### src/hdl/stt_pkg.sv
// stt_pkg: item types, token kinds, scanner states and keyword table
// for the source text tokenizer; no dependencies
`default_nettype none

package stt_pkg;

  localparam int LINE_W = 24;
  localparam int KW_NUM = 11;

  typedef struct packed {
    logic       req_type;
    logic [7:0] char_code;
  } in_item_t;

  typedef struct packed {
    logic [5:0]        token_kind;
    logic [63:0]       int_value;
    logic [7:0]        text_byte;
    logic [LINE_W-1:0] line_number;
  } out_item_t;

  typedef struct packed {
    logic [1:0] cnt;
    out_item_t  r0;
    out_item_t  r1;
  } core_res_t;

  typedef enum logic [9:0] {
    M_IDLE  = 10'b00_0000_0001,
    M_INT   = 10'b00_0000_0010,
    M_ID    = 10'b00_0000_0100,
    M_STR   = 10'b00_0000_1000,
    M_ESC   = 10'b00_0001_0000,
    M_OP    = 10'b00_0010_0000,
    M_LCOM  = 10'b00_0100_0000,
    M_BCOM  = 10'b00_1000_0000,
    M_BSTAR = 10'b01_0000_0000,
    M_ERR   = 10'b10_0000_0000
  } mode_t;

  localparam logic [5:0] K_EOF     = 6'd0;
  localparam logic [5:0] K_INT     = 6'd1;
  localparam logic [5:0] K_STR     = 6'd2;
  localparam logic [5:0] K_ID      = 6'd3;
  localparam logic [5:0] K_KW0     = 6'd4;
  localparam logic [5:0] K_EQ_EQ   = 6'd15;
  localparam logic [5:0] K_NOT_EQ  = 6'd16;
  localparam logic [5:0] K_LESS_EQ = 6'd17;
  localparam logic [5:0] K_GRT_EQ  = 6'd18;
  localparam logic [5:0] K_DOTDOT  = 6'd19;
  localparam logic [5:0] K_LPAREN  = 6'd20;
  localparam logic [5:0] K_RPAREN  = 6'd21;
  localparam logic [5:0] K_LBRACE  = 6'd22;
  localparam logic [5:0] K_RBRACE  = 6'd23;
  localparam logic [5:0] K_LBRACK  = 6'd24;
  localparam logic [5:0] K_RBRACK  = 6'd25;
  localparam logic [5:0] K_COMMA   = 6'd26;
  localparam logic [5:0] K_DOT     = 6'd27;
  localparam logic [5:0] K_SEMI    = 6'd28;
  localparam logic [5:0] K_COLON   = 6'd29;
  localparam logic [5:0] K_PLUS    = 6'd30;
  localparam logic [5:0] K_MINUS   = 6'd31;
  localparam logic [5:0] K_STAR    = 6'd32;
  localparam logic [5:0] K_SLASH   = 6'd33;
  localparam logic [5:0] K_PCT     = 6'd34;
  localparam logic [5:0] K_ASSIGN  = 6'd35;
  localparam logic [5:0] K_LESS    = 6'd36;
  localparam logic [5:0] K_GRT     = 6'd37;
  localparam logic [5:0] K_BANG    = 6'd38;
  localparam logic [5:0] K_TEXT    = 6'd39;
  localparam logic [5:0] K_ERROR   = 6'd40;

  localparam logic [7:0] CH_TAB    = 8'h09;
  localparam logic [7:0] CH_LF     = 8'h0A;
  localparam logic [7:0] CH_CR     = 8'h0D;
  localparam logic [7:0] CH_SPACE  = 8'h20;
  localparam logic [7:0] CH_BANG   = 8'h21;
  localparam logic [7:0] CH_QUOTE  = 8'h22;
  localparam logic [7:0] CH_PCT    = 8'h25;
  localparam logic [7:0] CH_LPAREN = 8'h28;
  localparam logic [7:0] CH_RPAREN = 8'h29;
  localparam logic [7:0] CH_STAR   = 8'h2A;
  localparam logic [7:0] CH_PLUS   = 8'h2B;
  localparam logic [7:0] CH_COMMA  = 8'h2C;
  localparam logic [7:0] CH_MINUS  = 8'h2D;
  localparam logic [7:0] CH_DOT    = 8'h2E;
  localparam logic [7:0] CH_SLASH  = 8'h2F;
  localparam logic [7:0] CH_ZERO   = 8'h30;
  localparam logic [7:0] CH_NINE   = 8'h39;
  localparam logic [7:0] CH_COLON  = 8'h3A;
  localparam logic [7:0] CH_SEMI   = 8'h3B;
  localparam logic [7:0] CH_LESS   = 8'h3C;
  localparam logic [7:0] CH_ASSIGN = 8'h3D;
  localparam logic [7:0] CH_GRT    = 8'h3E;
  localparam logic [7:0] CH_QMARK  = 8'h3F;
  localparam logic [7:0] CH_UP_A   = 8'h41;
  localparam logic [7:0] CH_UP_Z   = 8'h5A;
  localparam logic [7:0] CH_LBRACK = 8'h5B;
  localparam logic [7:0] CH_BSLASH = 8'h5C;
  localparam logic [7:0] CH_RBRACK = 8'h5D;
  localparam logic [7:0] CH_UNDER  = 8'h5F;
  localparam logic [7:0] CH_LO_A   = 8'h61;
  localparam logic [7:0] CH_LO_N   = 8'h6E;
  localparam logic [7:0] CH_LO_T   = 8'h74;
  localparam logic [7:0] CH_LO_Z   = 8'h7A;
  localparam logic [7:0] CH_LBRACE = 8'h7B;
  localparam logic [7:0] CH_RBRACE = 8'h7D;

  // keywords, right aligned, in kind order
  localparam logic [47:0] KW_WORD [KW_NUM] = '{
    48'h0000_006C_6574,  // let
    48'h6C65_7472_6563,  // letrec
    48'h0000_0000_666E,  // fn
    48'h0000_6E75_6C6C,  // null
    48'h0000_7472_7565,  // true
    48'h0066_616C_7365,  // false
    48'h0000_0000_6966,  // if
    48'h0000_656C_7365,  // else
    48'h0000_0061_6E64,  // and
    48'h0000_0000_6F72,  // or
    48'h0000_006E_6F74   // not
  };
  localparam logic [2:0] KW_LEN [KW_NUM] = '{
    3'd3, 3'd6, 3'd2, 3'd4, 3'd4, 3'd5, 3'd2, 3'd4, 3'd3, 3'd2, 3'd3
  };

  function automatic logic [5:0] kw_kind(input logic [2:0] len, input logic [47:0] win);
    logic [5:0] k;
    k = K_ID;
    for (int i = 0; i < KW_NUM; i++) begin
      if (len == KW_LEN[i] && win == KW_WORD[i]) begin
        k = K_KW0 + 6'(i);
      end
    end
    return k;
  endfunction

  function automatic logic is_single(input logic [7:0] c);
    logic hit;
    case (c)
      CH_LPAREN, CH_RPAREN, CH_LBRACE, CH_RBRACE, CH_LBRACK, CH_RBRACK,
      CH_COMMA, CH_DOT, CH_SEMI, CH_COLON, CH_PLUS, CH_MINUS, CH_STAR,
      CH_SLASH, CH_PCT, CH_ASSIGN, CH_LESS, CH_GRT, CH_BANG: hit = 1'b1;
      default: hit = 1'b0;
    endcase
    return hit;
  endfunction

  function automatic logic [5:0] single_kind(input logic [7:0] c);
    logic [5:0] k;
    case (c)
      CH_LPAREN: k = K_LPAREN;
      CH_RPAREN: k = K_RPAREN;
      CH_LBRACE: k = K_LBRACE;
      CH_RBRACE: k = K_RBRACE;
      CH_LBRACK: k = K_LBRACK;
      CH_RBRACK: k = K_RBRACK;
      CH_COMMA:  k = K_COMMA;
      CH_DOT:    k = K_DOT;
      CH_SEMI:   k = K_SEMI;
      CH_COLON:  k = K_COLON;
      CH_PLUS:   k = K_PLUS;
      CH_MINUS:  k = K_MINUS;
      CH_STAR:   k = K_STAR;
      CH_SLASH:  k = K_SLASH;
      CH_PCT:    k = K_PCT;
      CH_ASSIGN: k = K_ASSIGN;
      CH_LESS:   k = K_LESS;
      CH_GRT:    k = K_GRT;
      CH_BANG:   k = K_BANG;
      default:   k = K_ERROR;
    endcase
    return k;
  endfunction

  function automatic out_item_t mk_item(input logic [5:0] kind, input logic [63:0] val,
                                        input logic [7:0] tb, input logic [LINE_W-1:0] line);
    out_item_t o;
    o.token_kind  = kind;
    o.int_value   = val;
    o.text_byte   = tb;
    o.line_number = line;
    return o;
  endfunction

endpackage

`default_nettype wire

### src/hdl/source_text_tokenizer_top.sv
// source_text_tokenizer_top: input register, scanner and a four-entry result queue
// depends on stt_pkg and stt_core
`default_nettype none

// Streaming tokenizer: one source byte goes in per item and tokens come out as items,
// with identifier and string characters delivered as text-byte items ahead of their
// token. A byte is taken every cycle while the result queue holds at most two items.
// A byte that both closes a token and opens another yields two results, which the
// output side then takes one after the other; a run of such bytes or a stalled output
// fills the queue and raises in_stall until it drains. An accepted byte is held in
// the input register and scanned from there once the queue has room; its results
// are written into the result queue and show on out_valid from there.
// LINE_BITS sets the width of the saturating line counter; line_number carries its
// low 24 bits.

module source_text_tokenizer_top import stt_pkg::*; #(
  parameter int LINE_BITS = 24
) (
  input  wire logic      clk,
  input  wire logic      rst_n,
  input  wire logic      in_valid,
  output logic           in_stall,
  input  wire in_item_t  in_data,
  output logic           out_valid,
  input  wire logic      out_stall,
  output out_item_t      out_data
);

  logic       in_v_r;
  in_item_t   in_d_r;
  logic       room, go, pop;
  core_res_t  res;
  logic [1:0] push_n;

  out_item_t  q_mem [4];
  logic [1:0] wp_r, rp_r;
  logic [2:0] cnt_r;

  assign room      = cnt_r <= 3'd2;
  assign go        = in_v_r && room;
  assign in_stall  = in_v_r && !room;
  assign pop       = out_valid && !out_stall;
  assign push_n    = go ? res.cnt : 2'd0;
  assign out_valid = cnt_r != 3'd0;
  assign out_data  = q_mem[rp_r];

  always_ff @(posedge clk) begin
    if (!rst_n) begin
      in_v_r <= 1'b0;
    end else if (!in_stall) begin
      in_v_r <= in_valid;
    end
  end

  always_ff @(posedge clk) begin
    if (!in_stall && in_valid) begin
      in_d_r <= in_data;
    end
  end

  stt_core #(
    .LINE_BITS(LINE_BITS)
  ) u_core (
    .clk  (clk),
    .rst_n(rst_n),
    .go   (go),
    .item (in_d_r),
    .res  (res)
  );

  always_ff @(posedge clk) begin
    if (push_n != 2'd0) begin
      q_mem[wp_r] <= res.r0;
    end
    if (push_n == 2'd2) begin
      q_mem[wp_r + 2'd1] <= res.r1;
    end
  end

  always_ff @(posedge clk) begin
    if (!rst_n) begin
      wp_r  <= 2'd0;
      rp_r  <= 2'd0;
      cnt_r <= 3'd0;
    end else begin
      wp_r  <= wp_r + push_n;
      rp_r  <= rp_r + {1'b0, pop};
      cnt_r <= cnt_r + {1'b0, push_n} - {2'b0, pop};
    end
  end

endmodule

`default_nettype wire

### src/hdl/stt_core.sv
// stt_core: scanner state and the per-byte token logic, up to two results per byte
// depends on stt_pkg
`default_nettype none

module stt_core import stt_pkg::*; #(
  parameter int LINE_BITS = 24
) (
  input  wire logic      clk,
  input  wire logic      rst_n,
  input  wire logic      go,
  input  wire in_item_t  item,
  output core_res_t      res
);

  localparam logic [LINE_BITS-1:0] LINE_ONE = LINE_BITS'(1);
  localparam logic [LINE_BITS-1:0] LINE_MAX = '1;

  mode_t                mode_r, mode_nxt;
  logic [7:0]           pend_r, pend_nxt;
  logic [63:0]          acc_r, acc_nxt;
  logic [47:0]          win_r, win_nxt;
  logic [2:0]           len_r, len_nxt;
  logic [LINE_BITS-1:0] line_r, line_nxt;
  logic [LINE_BITS-1:0] start_r, start_nxt;

  logic        endm, dig, alpha, space, op_start, tail;
  logic [7:0]  c, dch;
  logic [63:0] dval;
  logic        p1_v, p2_v;
  out_item_t   p1, p2;
  logic [LINE_BITS-1:0] line_inc;

  function automatic logic [LINE_W-1:0] to_out(input logic [LINE_BITS-1:0] x);
    logic [LINE_BITS+LINE_W-1:0] e;
    e = {{LINE_W{1'b0}}, x};
    return e[LINE_W-1:0];
  endfunction

  assign c        = item.char_code;
  assign endm     = item.req_type | (c == 8'h00);
  assign dig      = (c >= CH_ZERO) && (c <= CH_NINE);
  assign alpha    = ((c >= CH_LO_A) && (c <= CH_LO_Z)) || ((c >= CH_UP_A) && (c <= CH_UP_Z));
  assign space    = (c == CH_SPACE) || ((c >= CH_TAB) && (c <= CH_CR));
  assign op_start = (c == CH_ASSIGN) || (c == CH_BANG) || (c == CH_LESS) || (c == CH_GRT) ||
                    (c == CH_DOT) || (c == CH_PLUS) || (c == CH_SLASH);
  assign dval     = {56'b0, c - CH_ZERO};
  assign line_inc = (line_r != LINE_MAX) ? line_r + LINE_ONE : line_r;
  assign dch      = (c == CH_LO_N) ? CH_LF : ((c == CH_LO_T) ? CH_TAB : c);

  always_comb begin
    mode_nxt  = mode_r;
    pend_nxt  = pend_r;
    acc_nxt   = acc_r;
    win_nxt   = win_r;
    len_nxt   = len_r;
    line_nxt  = line_r;
    start_nxt = start_r;
    p1_v      = 1'b0;
    p2_v      = 1'b0;
    p1        = '0;
    p2        = '0;
    tail      = 1'b0;

    case (mode_r)
      M_INT: begin
        if (!endm && dig) begin
          acc_nxt = (acc_r << 3) + (acc_r << 1) + dval;
        end else begin
          p1_v     = 1'b1;
          p1       = mk_item(K_INT, acc_r, 8'h00, to_out(start_r));
          mode_nxt = M_IDLE;
          tail     = 1'b1;
        end
      end
      M_ID: begin
        if (!endm && (alpha || dig || c == CH_UNDER || c == CH_QMARK)) begin
          if (len_r < 3'd6) begin
            win_nxt = {win_r[39:0], c};
          end
          if (len_r < 3'd7) begin
            len_nxt = len_r + 3'd1;
          end
          p1_v = 1'b1;
          p1   = mk_item(K_TEXT, 64'd0, c, to_out(start_r));
        end else begin
          p1_v     = 1'b1;
          p1       = mk_item(kw_kind(len_r, win_r), 64'd0, 8'h00, to_out(start_r));
          mode_nxt = M_IDLE;
          tail     = 1'b1;
        end
      end
      M_STR: begin
        if (!endm && c == CH_BSLASH) begin
          mode_nxt = M_ESC;
        end else if (!endm && c != CH_QUOTE) begin
          p1_v = 1'b1;
          p1   = mk_item(K_TEXT, 64'd0, c, to_out(start_r));
        end else begin
          p1_v     = 1'b1;
          p1       = mk_item(K_STR, 64'd0, 8'h00, to_out(start_r));
          mode_nxt = M_IDLE;
          tail     = endm;
        end
      end
      M_ESC: begin
        p1_v = 1'b1;
        if (!endm) begin
          p1       = mk_item(K_TEXT, 64'd0, dch, to_out(start_r));
          mode_nxt = M_STR;
        end else begin
          p1       = mk_item(K_STR, 64'd0, 8'h00, to_out(start_r));
          mode_nxt = M_IDLE;
          tail     = 1'b1;
        end
      end
      M_OP: begin
        mode_nxt = M_IDLE;
        p1_v     = 1'b1;
        p1       = mk_item(single_kind(pend_r), 64'd0, 8'h00, to_out(start_r));
        if (!endm && c == CH_ASSIGN && pend_r == CH_ASSIGN) begin
          p1.token_kind = K_EQ_EQ;
        end else if (!endm && c == CH_ASSIGN && pend_r == CH_BANG) begin
          p1.token_kind = K_NOT_EQ;
        end else if (!endm && c == CH_ASSIGN && pend_r == CH_LESS) begin
          p1.token_kind = K_LESS_EQ;
        end else if (!endm && c == CH_ASSIGN && pend_r == CH_GRT) begin
          p1.token_kind = K_GRT_EQ;
        end else if (!endm && c == CH_DOT && pend_r == CH_DOT) begin
          p1.token_kind = K_DOTDOT;
        end else if (!endm && c == CH_PLUS && pend_r == CH_PLUS) begin
          p1.token_kind = K_PLUS;
        end else if (!endm && c == CH_SLASH && pend_r == CH_SLASH) begin
          p1_v     = 1'b0;
          mode_nxt = M_LCOM;
        end else if (!endm && c == CH_STAR && pend_r == CH_SLASH) begin
          p1_v     = 1'b0;
          mode_nxt = M_BCOM;
        end else begin
          tail = 1'b1;
        end
      end
      M_LCOM: begin
        if (endm || c == CH_LF) begin
          mode_nxt = M_IDLE;
          tail     = 1'b1;
        end
      end
      M_BCOM, M_BSTAR: begin
        if (endm) begin
          mode_nxt = M_IDLE;
          tail     = 1'b1;
        end else if (mode_r == M_BSTAR && c == CH_SLASH) begin
          mode_nxt = M_IDLE;
        end else begin
          if (c == CH_LF) begin
            line_nxt = line_inc;
          end
          mode_nxt = (c == CH_STAR) ? M_BSTAR : M_BCOM;
        end
      end
      M_ERR: begin
        tail = endm;
      end
      default: begin
        mode_nxt = M_IDLE;
        tail     = 1'b1;
      end
    endcase

    if (tail) begin
      if (endm) begin
        p2_v      = 1'b1;
        p2        = mk_item(K_EOF, 64'd0, 8'h00, to_out(line_r));
        mode_nxt  = M_IDLE;
        pend_nxt  = 8'h00;
        acc_nxt   = 64'd0;
        win_nxt   = 48'd0;
        len_nxt   = 3'd0;
        line_nxt  = LINE_ONE;
        start_nxt = LINE_ONE;
      end else if (space) begin
        if (c == CH_LF) begin
          line_nxt = line_inc;
        end
      end else begin
        start_nxt = line_r;
        if (dig) begin
          mode_nxt = M_INT;
          acc_nxt  = dval;
        end else if (alpha || c == CH_UNDER) begin
          mode_nxt = M_ID;
          win_nxt  = {40'd0, c};
          len_nxt  = 3'd1;
          p2_v     = 1'b1;
          p2       = mk_item(K_TEXT, 64'd0, c, to_out(line_r));
        end else if (c == CH_QUOTE) begin
          mode_nxt = M_STR;
        end else if (op_start) begin
          mode_nxt = M_OP;
          pend_nxt = c;
        end else if (is_single(c)) begin
          p2_v = 1'b1;
          p2   = mk_item(single_kind(c), 64'd0, 8'h00, to_out(line_r));
        end else begin
          mode_nxt = M_ERR;
          p2_v     = 1'b1;
          p2       = mk_item(K_ERROR, 64'd0, 8'h00, to_out(line_r));
        end
      end
    end

    res.cnt = {1'b0, p1_v} + {1'b0, p2_v};
    res.r0  = p1_v ? p1 : p2;
    res.r1  = p2;
  end

  always_ff @(posedge clk) begin
    if (!rst_n) begin
      mode_r  <= M_IDLE;
      pend_r  <= 8'h00;
      acc_r   <= 64'd0;
      win_r   <= 48'd0;
      len_r   <= 3'd0;
      line_r  <= LINE_ONE;
      start_r <= LINE_ONE;
    end else if (go) begin
      mode_r  <= mode_nxt;
      pend_r  <= pend_nxt;
      acc_r   <= acc_nxt;
      win_r   <= win_nxt;
      len_r   <= len_nxt;
      line_r  <= line_nxt;
      start_r <= start_nxt;
    end
  end

endmodule

`default_nettype wire

### config.mk
export PLATFORM = sky130hd
export DESIGN_NAME = source_text_tokenizer_top
export DESIGN_NICKNAME = d
export VERILOG_FILES = /design/src/hdl/stt_pkg.sv /design/src/hdl/source_text_tokenizer_top.sv /design/src/hdl/stt_core.sv
export SDC_FILE = /design/constraint.sdc
export NUM_CORES = 2
export LEC_CHECK = 0
export CAP_MARGIN = 25
export CORE_ASPECT_RATIO = 0.9
export CORE_MARGIN = 4
export CORE_UTILIZATION = 45
export CTS_BUF_LIST = sky130_fd_sc_hd__clkbuf_8
export CTS_CLUSTER_SIZE = 40
export DETAILED_ROUTE_END_ITERATION = 8
export DONT_BUFFER_PORTS = 1
export PLACE_DENSITY = 0.63
export SKIP_CTS_REPAIR_TIMING = 1
export SLEW_MARGIN = 20
export SYNTH_ARGS = -nofsm -noshare
export SYNTH_HDL_FRONTEND = slang
export SYNTH_SLANG_ARGS = --single-unit
export TNS_END_PERCENT = 50
### constraint.sdc
create_clock -name clk -period 6.2 [get_ports clk]
set_input_delay 0.31 -clock clk [delete_from_list [all_inputs] [get_ports clk]]
set_output_delay 0.31 -clock clk [all_outputs]
set_load 0.01 [all_outputs]
==> results.json <==
{
  "synth_top_family_by_area": "compound AO/OA/AOI/OAI gates",
  "max-cap-violations": 0,
  "fp-row-count": 91,
  "timing.critical_path.from_type": "flip-flop",
  "place_congestion": 0.9496,
  "wl_um": 93720,
  "seq_area_sq_um": 13750,
  "synth_xor_area_share_pct": 2.221,
  "initial_core_util_pct": 45.71,
  "drive_gt1_share_pct": 11.31,
  "antenna_found_initial": 2,
  "outcome": "completed",
  "grtUsageMet3_pct": 6.453,
  "portBuffers": 0,
  "io_pins": 117,
  "final_common_cell": "dfxtp_1",
  "synth-main-ff-cell": "dfxtp_1",
  "grt_busiest_layer": "met2",
  "path_clk_slew_ns": 0.06,
  "synth_fp_nets": 3431,
  "tightest_slew_ns": 1.067,
  "slew_violations": 0,
  "max_freq_ghz": 0.1777,
  "critPathCaptureType": "flip-flop",
  "cts.sinks": 606,
  "areaGrowthSynthToFinish_pct": 9.294,
  "period_share_pct": 90.76,
  "die_w_um": 287.1,
  "min_period_ns": 5.627,
  "p_per_area_nw_per_um2": 264.2,
  "hpwl_um": 62920,
  "initialDrtViolationCount": 2354,
  "ys_types": 92,
  "synth_fa_ha_area_share_pct": 5.720,
  "synth_seq_cells": 606,
  "finalPower_mw": 9.109,
  "path_max_fanout": 24,
  "grt_pass1_wl_um": 146700,
  "syn_inst": 3278,
  "ant_nets": 0,
  "syn_avg_cell_area_sq_um": 9.622,
  "clock_skew_ns": 0.03724,
  "vias": 26230,
  "synthSimpleGateAreaFrac_pct": 17.41,
  "cts_root_buffer": "clkbuf_8",
  "final-setup-viol-count": 0,
  "mappedNetlistArea_sq_um": 31540,
  "yosysSeqAreaShare_pct": 43.57,
  "path_class": "flip-flop to flip-flop",
  "drc": 0,
  "synth_edf_count": 161,
  "grt_pass1_vias": 25690,
  "grt.met2_usage_pct": 37.55,
  "fin_tns_setup_ns": 0,
  "multiInputGateArea_sq_um": 16630,
  "wl_per_cell_um": 22.25,
  "drtPass1Iterations": 9,
  "synthArstFlopShare_pct": 0,
  "max-vdd-ir-drop_uv": 142.6,
  "synthMuxAreaShare_pct": 7.378,
  "clock_latency_ns": 0.73,
  "dieArea_sq_um": 74400,
  "fillers": 6378,
  "grt_start_max_net_pins": 85,
  "critPathRequiredTime_ns": 6.68,
  "leakage_nw": 12.57,
  "crit_arrival_ns": 6.10,
  "cts_tree": "done",
  "slew_headroom_pct": 28.14,
  "min_path_type": "primary input to flip-flop",
  "cts_buffers": 101,
  "yosys_warnings": 0,
  "cts_buffer_depth": 3,
  "core_area_sq_um": 69000,
  "rsz0062_at_grt": "false",
  "h-tree-depth": 3,
  "synth-compound-area-share_pct": 19.72,
  "via_per_inst": 6.228,
  "grt-ovfl-total": 0,
  "nNetsFinal": 3352,
  "die_h_um": 259.2,
  "track_usage_pct": 24.53,
  "globalRouteMet1Util_pct": 34.39,
  "mostFrequentLayoutCells": "dfxtp_1 (443), o21ai_0 (385), nand3_1 (307)",
  "finalHoldViolCount": 0
}
-- synthesized netlist by cell type (all sizes together), types with 7 or more instances --
master	n	area (sq um)
o21a	18	135.1
nand4	50	312.8
or2	12	75.07
a21boi	13	97.59
nor2b	69	431.7
xnor2	36	315.3
mux4	102	2297
and2	27	168.9
xor2	44	385.4
dfxtp	445	8909
nand2	247	927.1
and4	14	122.6
a211oi	12	102.6
a22o	173	1515
o31ai	9	67.56
or4	12	93.84
nand2b	24	150.1
and3	23	143.9
ha	133	1664
a21o	37	277.8
nand3	309	1546
clkbuf	204	765.7
a21oi	133	676.9
nor3b	7	62.56
or3	17	111.4
nor3	47	255.3
o21ai	398	1996
nor4	28	209.0
buf	57	274.0
inv	58	217.7
fa	7	140.1
o22ai	26	162.7
a22oi	38	285.3
o21bai	9	67.56
edfxtp	161	4835
a31oi	19	118.9
o211ai	11	82.58
nor2	145	559.3
nand4b	9	78.83
-- cells by family (layout without fill, tap and decap cells) --
logic type / count (synthesis) / in the layout
flip-flops: 606 / 606
AO/OA/AOI/OAI: 962 / 962
buffers and inverters: 319 / 321
multiplexers: 105 / 105
other: 0 / 2
XOR/XNOR: 80 / 80
adder cells (fa/ha/maj): 140 / 140
AND/OR/NAND/NOR: 1066 / 1066
-- where the power goes --
| part | switching (mW) | internal (mW) | leakage (nW) |
|---|---|---|---|
| combinational | 0.845 | 0.481 | 6.30 |
| clock | 1.67 | 1.82 | 1.16 |
| sequential | 0.154 | 4.14 | 5.11 |
| total | 2.67 | 6.44 | 12.6 |
-- worst paths after layout --
path / slack [ns] / from / endpoint / cells after the start
hold / removal: 0.05 / in_valid / in_d_r[6]$_DFFE_PP_ / 1
setup reg to reg: 0.57 / in_d_r[4]$_DFFE_PP_ / q_mem[1][12]$_DFFE_PP_ / 17
hold reg to reg: 0.46 / q_mem[3][95]$_SDFFE_PP0P_ / q_mem[3][95]$_SDFFE_PP0P_ / 2
setup / recovery: 0.57 / in_d_r[4]$_DFFE_PP_ / q_mem[1][12]$_DFFE_PP_ / 17
-- layer usage --
| metal | share of wire (%) | wire length [um] |
|---|---|---|
| met1 | 46 | 42960 |
| met2 | 44 | 40900 |
| met3 | 7.9 | 7443 |
| met4 | 2.6 | 2415 |
| met5 | 0 | 0 |
-- sequential cells by signal, summed over array words and instances (netlist names) --
signal,count
cnt_r,3
in_d_r,9
in_v_r,1
q_mem,408
rp_r,2
u_core.acc_r,64
u_core.len_r,3
u_core.line_r,24
u_core.mode_r,10
u_core.pend_r,8
u_core.start_r,24
u_core.win_r,48
wp_r,2
-- critical path, stage by stage (launching register included) --
cell and delay, ns:
edfxtp_1 0.61, ha_1 0.47, nor3b_1 0.65, nand4_1 0.16, nor4_1 0.38, nor3b_2 0.09
a31o_4 0.28, a211oi_4 0.29, nor2_2 0.15, a21oi_4 0.27, inv_1 0.10, ha_1 0.35
o21ai_0 0.43, nor2_1 0.20, a21oi_1 0.36, nor2_2 0.05, buf_4 0.24, a22o_1 0.28
-- stage by stage --
step / hold slack (ns) / instances / utilization [%] / area (sq um) / setup WS [ns]
floorplan: 0.4089 / 3278 / - / 31540 / 0.6743
global placement: 0.4090 / 4010 / 46.81 / 32300 / 0.8355
detailed placement: 0.4090 / 4010 / 46.81 / 32300 / 0.6950
CTS: -0.4001 / 4194 / 49.69 / 34290 / 0.6707
global route: 0.01007 / 4211 / 49.96 / 34470 / 0.04251
finish: 0.04710 / 4212 / 49.96 / 34470 / 0.5729
-- final cells by class --
cell class                 count  share of cell area, %
antenna                        2                0.01452
timing repair buffer          79                  2.076
clock inverter                70                  1.212
clock buffer                 114                  4.551
inverter                      58                 0.6315
sequential                   606                  39.89
tap                          930                  3.375
multi-input combinational   2353                  48.25
Power figures use the tool's default switching activity.
